**config.mk**
```make
export PLATFORM = sky130hd
export DESIGN_NAME = button_press_classifier
export DESIGN_NICKNAME = d
export VERILOG_FILES = /design/src/rtl/bpc_pkg.sv /design/src/rtl/button_press_classifier.sv /design/src/rtl/bpc_cfg.sv /design/src/rtl/bpc_core.sv
export SDC_FILE = /design/constraint.sdc
export NUM_CORES = 1
export LEC_CHECK = 0
export ABC_CLOCK_PERIOD_IN_PS = 8900
export BUFFER_PORTS_ARGS = -buffer_cell sky130_fd_sc_hd__buf_4
export CAP_MARGIN = 30
export CORE_MARGIN = 4
export CORE_UTILIZATION = 49
export DETAILED_ROUTE_END_ITERATION = 10
export PLACE_DENSITY = 0.76
export SKIP_CTS_REPAIR_TIMING = 1
export SYNTH_ARGS = -nofsm -noshare
export SYNTH_HDL_FRONTEND = slang
export SYNTH_SLANG_ARGS = --single-unit
```
**constraint.sdc**
```tcl
create_clock -name clk -period 8.9 [get_ports clk]
set_input_delay 1.335 -clock clk [delete_from_list [all_inputs] [get_ports clk]]
set_output_delay 1.335 -clock clk [all_outputs]
set_load 0.03 [all_outputs]
```
**src/rtl/bpc_pkg.sv**
```systemverilog
// Shared types and codes for the button press classifier.
// Holds phase, kind, status and register index codes, the config struct and the result struct.
// No dependencies.
package bpc_pkg;

	localparam int TimeW = 32;
	localparam int RegW = 16;
	localparam int IdxW = 3;

	localparam logic [2:0] PH_IDLE      = 3'd0;
	localparam logic [2:0] PH_DEBOUNCE  = 3'd1;
	localparam logic [2:0] PH_DETERMINE = 3'd2;
	localparam logic [2:0] PH_SHORT     = 3'd3;
	localparam logic [2:0] PH_DOUBLE    = 3'd4;
	localparam logic [2:0] PH_LONG      = 3'd5;
	localparam logic [2:0] PH_END       = 3'd6;

	localparam logic [1:0] KIND_NONE   = 2'd0;
	localparam logic [1:0] KIND_SHORT  = 2'd1;
	localparam logic [1:0] KIND_DOUBLE = 2'd2;
	localparam logic [1:0] KIND_LONG   = 2'd3;

	localparam logic [2:0] ST_REFRESH = 3'd0;
	localparam logic [2:0] ST_IDLE    = 3'd1;
	localparam logic [2:0] ST_BOUNCE  = 3'd2;
	localparam logic [2:0] ST_BUSY    = 3'd3;
	localparam logic [2:0] ST_DONE    = 3'd4;

	localparam logic [IdxW-1:0] REG_USE_DOUBLE   = 3'd0;
	localparam logic [IdxW-1:0] REG_SINGLE_LONG  = 3'd1;
	localparam logic [IdxW-1:0] REG_ACTIVE_HIGH  = 3'd2;
	localparam logic [IdxW-1:0] REG_HOLD_STATE   = 3'd3;
	localparam logic [IdxW-1:0] REG_REFRESH_GAP  = 3'd4;
	localparam logic [IdxW-1:0] REG_LONG_PRESS   = 3'd5;
	localparam logic [IdxW-1:0] REG_DOUBLE_GAP   = 3'd6;
	localparam logic [IdxW-1:0] REG_DEBOUNCE     = 3'd7;

	typedef struct packed {
		logic            use_double_press;
		logic            single_long_event;
		logic            active_high;
		logic [RegW-1:0] hold_state_ms;
		logic [RegW-1:0] refresh_gap_ms;
		logic [RegW-1:0] long_press_ms;
		logic [RegW-1:0] double_gap_ms;
		logic [RegW-1:0] debounce_ms;
	} cfg_t;

	typedef struct packed {
		logic [2:0] status;
		logic [1:0] press_kind;
		logic [1:0] event_fired;
	} result_t;

endpackage

```
**src/rtl/button_press_classifier.sv**
```systemverilog
// Button press classifier: turns timestamped pin polls into press gestures.
// Top level; instantiates bpc_cfg and bpc_core and uses bpc_pkg.
//
// Each input beat is one poll: raw_level and its millisecond timestamp now_ms.
// Each poll gives exactly one output beat with status, press_kind and
// event_fired. A beat moves when valid is high and stall is low.
// A poll lands in an input register, is classified against the gesture state
// and lands in the output register. One poll is taken per cycle while in_stall
// is low. When the receiver stalls, the output beat holds; the input register
// still accepts one more poll, then in_stall rises until the output beat leaves.
// Configuration registers are written through wr_en, wr_index and wr_data while
// no poll is in flight; the user must keep to this, the block does not enforce
// it. Reset clears the gesture state and loads the register defaults; no output
// beat is pending after reset.
module button_press_classifier import bpc_pkg::*; (
	input  logic             clk,
	input  logic             arst_n,
	input  logic             wr_en,
	input  logic [IdxW-1:0]  wr_index,
	input  logic [RegW-1:0]  wr_data,
	input  logic             in_valid,
	output logic             in_stall,
	input  logic             raw_level,
	input  logic [TimeW-1:0] now_ms,
	output logic             out_valid,
	input  logic             out_stall,
	output logic [2:0]       status,
	output logic [1:0]       press_kind,
	output logic [1:0]       event_fired
);

	cfg_t             cfg;
	result_t          res;
	logic             valid_s1;
	logic             level_s1;
	logic [TimeW-1:0] now_s1;
	logic             valid_s2;
	result_t          res_s2;
	logic             advance;

	bpc_cfg u_cfg (
		.clk      (clk),
		.arst_n   (arst_n),
		.wr_en    (wr_en),
		.wr_index (wr_index),
		.wr_data  (wr_data),
		.cfg      (cfg)
	);

	assign advance = valid_s1 && (!valid_s2 || !out_stall);
	assign in_stall = valid_s1 && !advance;

	always_ff @(posedge clk or negedge arst_n) begin
		if (!arst_n) begin
			valid_s1 <= 1'b0;
		end else if (!in_stall) begin
			valid_s1 <= in_valid;
		end
	end

	always_ff @(posedge clk) begin
		if (!in_stall && in_valid) begin
			level_s1 <= raw_level;
			now_s1 <= now_ms;
		end
	end

	bpc_core u_core (
		.clk       (clk),
		.arst_n    (arst_n),
		.cfg       (cfg),
		.step      (advance),
		.raw_level (level_s1),
		.now_ms    (now_s1),
		.res       (res)
	);

	always_ff @(posedge clk or negedge arst_n) begin
		if (!arst_n) begin
			valid_s2 <= 1'b0;
		end else if (!valid_s2 || !out_stall) begin
			valid_s2 <= valid_s1;
		end
	end

	always_ff @(posedge clk) begin
		if (advance) begin
			res_s2 <= res;
		end
	end

	assign out_valid = valid_s2;
	assign status = res_s2.status;
	assign press_kind = res_s2.press_kind;
	assign event_fired = res_s2.event_fired;

	a_event_kind: assert property (@(posedge clk) disable iff (!arst_n)
		(valid_s2 && res_s2.event_fired != KIND_NONE) |-> res_s2.press_kind == res_s2.event_fired)
		else $error("event raised without matching held kind");

	a_refresh_quiet: assert property (@(posedge clk) disable iff (!arst_n)
		(valid_s2 && (res_s2.status == ST_REFRESH || res_s2.status == ST_DONE))
		|-> res_s2.event_fired == KIND_NONE)
		else $error("event raised on a refresh or completion poll");

	a_stall_cause: assert property (@(posedge clk) disable iff (!arst_n)
		in_stall |-> (valid_s1 && valid_s2 && out_stall))
		else $error("input stalled without a blocked output");

	a_advance_moves: assert property (@(posedge clk) disable iff (!arst_n)
		advance |=> valid_s2)
		else $error("classified poll did not reach the output register");

endmodule

```
**src/rtl/bpc_cfg.sv**
```systemverilog
// Configuration register file of the button press classifier.
// Depends on bpc_pkg for the register indexes and the config struct.
module bpc_cfg import bpc_pkg::*; (
	input  logic                clk,
	input  logic                arst_n,
	input  logic                wr_en,
	input  logic [IdxW-1:0]     wr_index,
	input  logic [RegW-1:0]     wr_data,
	output cfg_t                cfg
);

	cfg_t cfg_q;

	always_ff @(posedge clk or negedge arst_n) begin
		if (!arst_n) begin
			cfg_q.use_double_press  <= 1'b0;
			cfg_q.single_long_event <= 1'b0;
			cfg_q.active_high       <= 1'b1;
			cfg_q.hold_state_ms     <= 16'd1000;
			cfg_q.refresh_gap_ms    <= 16'd10;
			cfg_q.long_press_ms     <= 16'd1000;
			cfg_q.double_gap_ms     <= 16'd300;
			cfg_q.debounce_ms       <= 16'd20;
		end else if (wr_en) begin
			case (wr_index)
				REG_USE_DOUBLE:  cfg_q.use_double_press  <= wr_data[0];
				REG_SINGLE_LONG: cfg_q.single_long_event <= wr_data[0];
				REG_ACTIVE_HIGH: cfg_q.active_high       <= wr_data[0];
				REG_HOLD_STATE:  cfg_q.hold_state_ms     <= wr_data;
				REG_REFRESH_GAP: cfg_q.refresh_gap_ms    <= wr_data;
				REG_LONG_PRESS:  cfg_q.long_press_ms     <= wr_data;
				REG_DOUBLE_GAP:  cfg_q.double_gap_ms     <= wr_data;
				REG_DEBOUNCE:    cfg_q.debounce_ms       <= wr_data;
				default: ;
			endcase
		end
	end

	assign cfg = cfg_q;

endmodule

```
**src/rtl/bpc_core.sv**
```systemverilog
// Gesture state machine of the button press classifier: one poll per step.
// Computes the result of a poll and updates the gesture state when step is high.
// Depends on bpc_pkg.
module bpc_core import bpc_pkg::*; (
	input  logic             clk,
	input  logic             arst_n,
	input  cfg_t             cfg,
	input  logic             step,
	input  logic             raw_level,
	input  logic [TimeW-1:0] now_ms,
	output result_t          res
);

	logic [2:0]       phase_q, phase_d;
	logic [TimeW-1:0] press_start_q, press_start_d;
	logic [TimeW-1:0] done_time_q, done_time_d;
	logic             hold_pending_q, hold_pending_d;
	logic [1:0]       kind_q, kind_d;

	logic             pressed;
	logic [TimeW-1:0] since_done;
	logic [TimeW-1:0] since_press;
	logic [RegW+1:0]  double_min;

	assign pressed = (raw_level == cfg.active_high);
	assign since_done = now_ms - done_time_q;
	assign since_press = now_ms - press_start_q;
	assign double_min = {2'b00, cfg.refresh_gap_ms} + {1'b0, cfg.debounce_ms, 1'b0};

	always_comb begin
		phase_d = phase_q;
		press_start_d = press_start_q;
		done_time_d = done_time_q;
		hold_pending_d = hold_pending_q;
		kind_d = kind_q;
		res.status = ST_BUSY;
		res.event_fired = KIND_NONE;
		if (since_done < {16'd0, cfg.refresh_gap_ms}) begin
			res.status = ST_REFRESH;
		end else begin
			if (hold_pending_q && since_done > {16'd0, cfg.hold_state_ms}) begin
				hold_pending_d = 1'b0;
				kind_d = KIND_NONE;
			end
			case (phase_q)
				PH_DEBOUNCE: begin
					if (!pressed) begin
						phase_d = PH_IDLE;
						res.status = ST_BOUNCE;
					end else if (since_press >= {16'd0, cfg.debounce_ms}) begin
						phase_d = PH_DETERMINE;
						press_start_d = now_ms;
					end
				end
				PH_DETERMINE: begin
					if (!pressed) begin
						phase_d = PH_SHORT;
					end else if (since_press >= {16'd0, cfg.long_press_ms}) begin
						phase_d = PH_LONG;
					end
				end
				PH_SHORT: begin
					if (cfg.use_double_press) begin
						if (pressed && since_press >= {14'd0, double_min}) begin
							phase_d = PH_DOUBLE;
						end else if (since_press >= {16'd0, cfg.double_gap_ms}) begin
							kind_d = KIND_SHORT;
							res.event_fired = KIND_SHORT;
							phase_d = PH_END;
						end
					end else begin
						kind_d = KIND_SHORT;
						res.event_fired = KIND_SHORT;
						phase_d = PH_END;
					end
				end
				PH_DOUBLE: begin
					kind_d = KIND_DOUBLE;
					res.event_fired = KIND_DOUBLE;
					if (!pressed) begin
						phase_d = PH_END;
					end
				end
				PH_LONG: begin
					kind_d = KIND_LONG;
					res.event_fired = KIND_LONG;
					if (!pressed || cfg.single_long_event) begin
						phase_d = PH_END;
					end
				end
				PH_END: begin
					if (!cfg.single_long_event || !pressed) begin
						phase_d = PH_IDLE;
						hold_pending_d = 1'b1;
						done_time_d = now_ms;
						res.status = ST_DONE;
					end
				end
				default: begin
					if (pressed) begin
						phase_d = PH_DEBOUNCE;
						press_start_d = now_ms;
					end else begin
						phase_d = PH_IDLE;
						res.status = ST_IDLE;
					end
				end
			endcase
		end
		res.press_kind = kind_d;
	end

	always_ff @(posedge clk or negedge arst_n) begin
		if (!arst_n) begin
			phase_q <= PH_IDLE;
			press_start_q <= '0;
			done_time_q <= '0;
			hold_pending_q <= 1'b0;
			kind_q <= KIND_NONE;
		end else if (step) begin
			phase_q <= phase_d;
			press_start_q <= press_start_d;
			done_time_q <= done_time_d;
			hold_pending_q <= hold_pending_d;
			kind_q <= kind_d;
		end
	end

endmodule

```
---- Yosys cells after proc, flatten, opt, wreduce, memory -nomap -nowiden ----
Cells that the tools add are included.
cells by class
  add/subtract/negate cells ............... 3
  order comparisons ....................... 6
  equality and inequality tests ........... 21
  multiplexer cells ....................... 33
  bitwise logic cells ..................... 2
  reductions and logical operators ........ 29
operators by type and width
  kind                  number
  $ge A32 B16 Y1        3
  $mux W32              3
  $pmux W32 S2          1
  $sub A32 B32 Y32      2
  $mux W3               11
  $ge A32 B18 Y1        1
  $gt A32 B16 Y1        1
  $lt A32 B16 Y1        1
  $eq A3 B3 Y1 const B  7
  $add A16 B17 Y18      1
  $pmux W3 S6           1
  $reduce_and A2 Y1     9
  $mux W2               8
  $eq A3 B2 Y1 const B  4
  $pmux W2 S3           2
  $pmux W3 S3           1
  $reduce_and A8 Y1     1
  $eq A3 B1 Y1 const B  2
  $logic_not A1 Y1      6
  $mux W1               6
  $ne A2 B1 Y1 const B  3
  $ne A3 B3 Y1 const B  2
  $logic_and A1 B1 Y1   5
  $reduce_and A5 Y1     1
  9 further kinds       12
storage, ports and cells
  register bits ........................... 195
  bits of input ports ..................... 57
  output and inout bits ................... 9
  logic and storage cells ................. 114

---- Logic depth before layout (Yosys ltp) ----
  word-level depth ........................ 9
  gate-level depth with buffers ........... 25
  gate-level depth less buffers ........... 25

---- Hierarchy ----
Synthesis repeated with hierarchy kept, for this count alone.
unflattened totals
  cell total of the unflattened synthesis .. 1,472
  area total of the unflattened synthesis .. 14,825.5 um^2
modules (own cells, without submodules)
  module                   times used  cells each  area an instance (um^2)  seq. area each (um^2)
  bpc_core                 1           1,240       10,241.1                 1,751.7
  bpc_cfg                  1           184         3,290.7                  2,103.3
  button_press_classifier  1           48          1,293.7                  1,251.2

---- Worst setup path after synthesis ----
Ideal clock, no wire load.
  kind .................................... reg2reg
  from .................................... reg u_cfg.cfg_q (netlist bit u_cfg.cfg[0])
  to ...................................... reg u_core.phase_q[2]
  library setup time ...................... 0.125 ns
  arrival ................................. 4.677 ns
  required time ........................... 8.775 ns
  path slack .............................. 4.098 ns
  stages on the path, launching flop included .. 23
  buffers on the path ..................... 0
  period minus slack after synthesis ...... 4.802 ns
  cells stage by stage .................... dfrtp_1 > ha_1 > fa_1 > a21o_1 > a21oi_1 > o21bai_1 > a21oi_1 > o21bai_1 > a21oi_1 > nor2b_1 > o311a_1 > or4_1 > a31oi_1 > xor2_1 > ha_1 > o21a_1 > o21a_1 > o2bb2ai_1 > o2111ai_1 > o211a_1 > o21ai_0 > nor4_1 > mux2_2
between the ends
  word-level cells in the longest chain between the ends .. 6
  elaborated cells on any way between the ends .. 10
  classes of those cells .................. add/sub (1); order compare (2); eq/ne (2); mux (3); reduce/logical (2)
RTL lines
  element               line             text
  from (decl)           bpc_cfg.sv:12    cfg_t cfg_q;
  $add A16 B17 Y18      bpc_core.sv:28   assign double_min = {2'b00, cfg.refresh_gap_ms} + {1'b0, cfg.debounce_ms, 1'b0};
  $ge A32 B18 Y1        bpc_core.sv:64   if (pressed && since_press >= {14'd0, double_min}) begin
  $logic_and A1 B1 Y1   bpc_core.sv:64
  $mux W3               bpc_core.sv:64
  $mux W3               bpc_core.sv:63   if (cfg.use_double_press) begin
  $pmux W3 S6           bpc_core.sv:45   case (phase_q)
  to (signal assigned)  bpc_core.sv:121  phase_q <= phase_d;
  to (decl)             bpc_core.sv:14   logic [2:0] phase_q, phase_d;
Several ways; a longest one is shown, not always the timed one.
A chain may end at the register's enable or synchronous reset.

---- Worst setup path in the final report ----
  from .................................... reg u_cfg.cfg_q (netlist bit u_cfg.cfg[1])
  to ...................................... reg u_core.phase_q[1]
The elaborated chain is that of the path after synthesis.

==> impl_metrics.tcl <==
set metrics [dict create \
    via_per_inst 5.84 \
    fp.dieH_um 181 \
    ir_drop_mv 0.197 \
    syn_inst 1509 \
    cts.sinks 195 \
    r2r_setup_slack_ns 3.33 \
    syn2layout_area_growth_pct 10.4 \
    post-route-period-util 0.626 \
    synth_edf_count 40 \
    setup_viol 0 \
    yosysTopAreaCellShare 0.228 \
    min_from "u_core.done_time_q[24]$_DFFE_PN0P_" \
    first_pass_iters 7 \
    numPortBuffers 65 \
    yosysMostFrequentCell "ha_1" \
    ys_ff_latch 195 \
    worstMarginPinSlew_ns 0.946 \
    syn_area_mm2 0.0147 \
    worst_setup_path_end_kind "register" \
    cts_buffer_depth 2 \
    startpoint "u_cfg.cfg[1]$_DFFE_PN0P_" \
    synthFlopType "dfrtp_1" \
    ys_seq_area_frac 0.347 \
    fmax_mhz 180 \
    p_leak_nw 7.41 \
    finalMaxSlewViolations 0 \
    routed-via-count 11500 \
    grt_usage 0.208 \
    routed_wl_mm 34.2 \
    start_util 0.496 \
    synth_area_leaders "dfrtp_1 23%, ha_1 15%, edfxtp_1 8.2%" \
    nets 1797 \
    period_needed_ns 5.57 \
    path_class "register to register" \
    rr_startpoint "u_cfg.cfg[1]$_DFFE_PN0P_" \
    status "finished clean" \
    avgSynthCellArea_um2 9.74 \
    crit_arrival_ns 5.85 \
    setup_tns_ns 0 \
    hold_viol_final 0 \
    num_rows 63 \
    dieArea_mm2 0.0328 \
    hpwl_mm 26.6 \
    grt_max_degree 80 \
    worstSetupStartpointType "register" \
    p_per_area_mw_per_mm2 377 \
    cts_tree "yes" \
    yosysTopAreaCell "dfrtp_1" \
    coreArea_mm2 0.0296 \
    antenna_found_initial 0 \
    hp-class "register to register" \
    clockRootBuffer "clkbuf_16" \
    rsz0062_at_grt "false" \
    total_power_w 0.00612 \
    diodes 0 \
    ys_async_sr_fraction 0.795 \
    crit_required_ns 9.18 \
    slew_headroom 0.367 \
    clock_skew_ns 0.0184 \
    crit_fanout 4 \
    fp.dieW_um 181 \
    drc 0 \
    drive_gt1_frac 0.164 \
    cts_buffers 17 \
    clk_latency_ns 0.46 \
    ys_types 78 \
    drv_cap 0 \
    yosysWarnings 0 \
    antenna_left 0 \
    clkTransAtPathRegs_ns 0.08 \
    htreeDepth 4 \
    nFillCells 2617 \
    gp_congestion 0.943 \
    drtIter0Drc 869 \
    grt_pass1_vias 11300 \
    grt_pass1_wl_mm 56.1 \
    synth_fp_nets 1743 \
    gr-total-overflow 0 \
    ios 66 \
    synth_commonest_cells "174 x ha_1, 168 x inv_1, 134 x dfrtp_1" \
    wire_per_inst_um 17.4 \
]
## cell families (layout without fill, tap and decap cells)
| family | Yosys count | after routing | share of synthesized area |
|---|---|---|---|
| AO/OA/AOI/OAI | 380 | 380 | 0.171 |
| XOR/XNOR | 60 | 60 | 0.0358 |
| adder cells (fa/ha/maj) | 177 | 177 | 0.152 |
| buffers and inverters | 208 | 275 | 0.0560 |
| flip-flops | 195 | 195 | 0.347 |
| multiplexers | 139 | 139 | 0.116 |
| AND/OR/NAND/NOR | 350 | 350 | 0.122 |
## critical path, cell delays in order (launching register included)
cell       delay, ns
dfrtp_1         0.44
ha_1            0.31
a21o_1          0.17
a21oi_1         0.24
o21bai_1        0.12
a21oi_1         0.23
nor2b_1         0.08
o21a_1          0.18
o31a_1          0.26
o41ai_1         0.53
o21bai_1        0.11
a21oi_1         0.20
xor2_1          0.09
ha_1            0.32
o2111ai_1       0.11
a31oi_1         0.18
o41ai_1         0.14
o2bb2ai_1       0.19
o2111ai_1       0.22
o211a_1         0.21
o21ai_0         0.18
a2111oi_0       0.63
o32ai_1         0.24
## area by class of cell
type / count / area, µm² / area share
multi-input combinational: 1106 / 8790 / 0.542
sequential: 195 / 5110 / 0.315
inverter: 168 / 631 / 0.0389
timing repair buffer: 75 / 606 / 0.0373
tap: 390 / 488 / 0.0301
clock buffer: 19 / 453 / 0.0279
clock inverter: 13 / 154 / 0.00949
## layer usage
layer | vias to the layer above | part of all wire | global-route usage
li1 | 5620 | - | -
met5 | - | 0 | 0
met2 | 261 | 0.46 | 0.334
met1 | 5568 | 0.48 | 0.295
met3 | 35 | 0.044 | 0.0304
met4 | 0 | 0.015 | 0.0537
## registers in the layout, indices dropped and copies added, names as in the netlist
register               flops
u_cfg.cfg                 83
now_s1                    32
u_core.done_time_q        32
u_core.press_start_q      32
status                     3
u_core.phase_q             3
event_fired                2
press_kind                 2
u_core.kind_q              2
level_s1                   1
out_valid                  1
u_core.hold_pending_q      1
valid_s1                   1
## cells in the final DEF, fill, tap and decap left out, types with 40 or more instances in the layout
master,instances
nand2_1,86
edfxtp_1,40
inv_1,168
dfrtp_1,134
o21ai_0,68
nor2_1,77
buf_4,70
a21oi_1,103
mux2_2,75
a21o_1,42
ha_1,174
## worst paths after layout
| kind | end | depth (start not counted) |
|---|---|---|
| max in group asynchronous | u_core.done_time_q[20]$_DFFE_PN0P_ | 3 |
| worst min-delay path | u_core.done_time_q[24]$_DFFE_PN0P_ | 1 |
| worst min register to register | u_core.done_time_q[24]$_DFFE_PN0P_ | 1 |
| min in group asynchronous | u_cfg.cfg[32]$_DFFE_PN0P_ | 1 |
| worst max register to register | u_core.phase_q[1]$_DFFE_PN0P_ | 22 |
| worst max-delay path | u_core.phase_q[1]$_DFFE_PN0P_ | 22 |
## report_power, final
group / internal [W] / switching [W] / total, W
sequential: 0.00119 / 0.000168 / 0.00136
combinational: 0.00170 / 0.00227 / 0.00397
clock: 0.000395 / 0.000393 / 0.000787
## metrics by stage
step	cell area, µm²	util	cells	hold slack [ns]	setup WS [ns]
floorplan	14700	-	1509	0.456	4.10
global placement	15500	0.525	1930	0.467	3.72
detailed placement	15600	0.525	1931	0.476	3.52
CTS	16200	0.546	1963	0.492	3.45
global route	16200	0.547	1966	0.508	2.99
finish	16200	0.547	1966	0.489	3.33
Note: power is estimated with default switching activity, not from simulation.
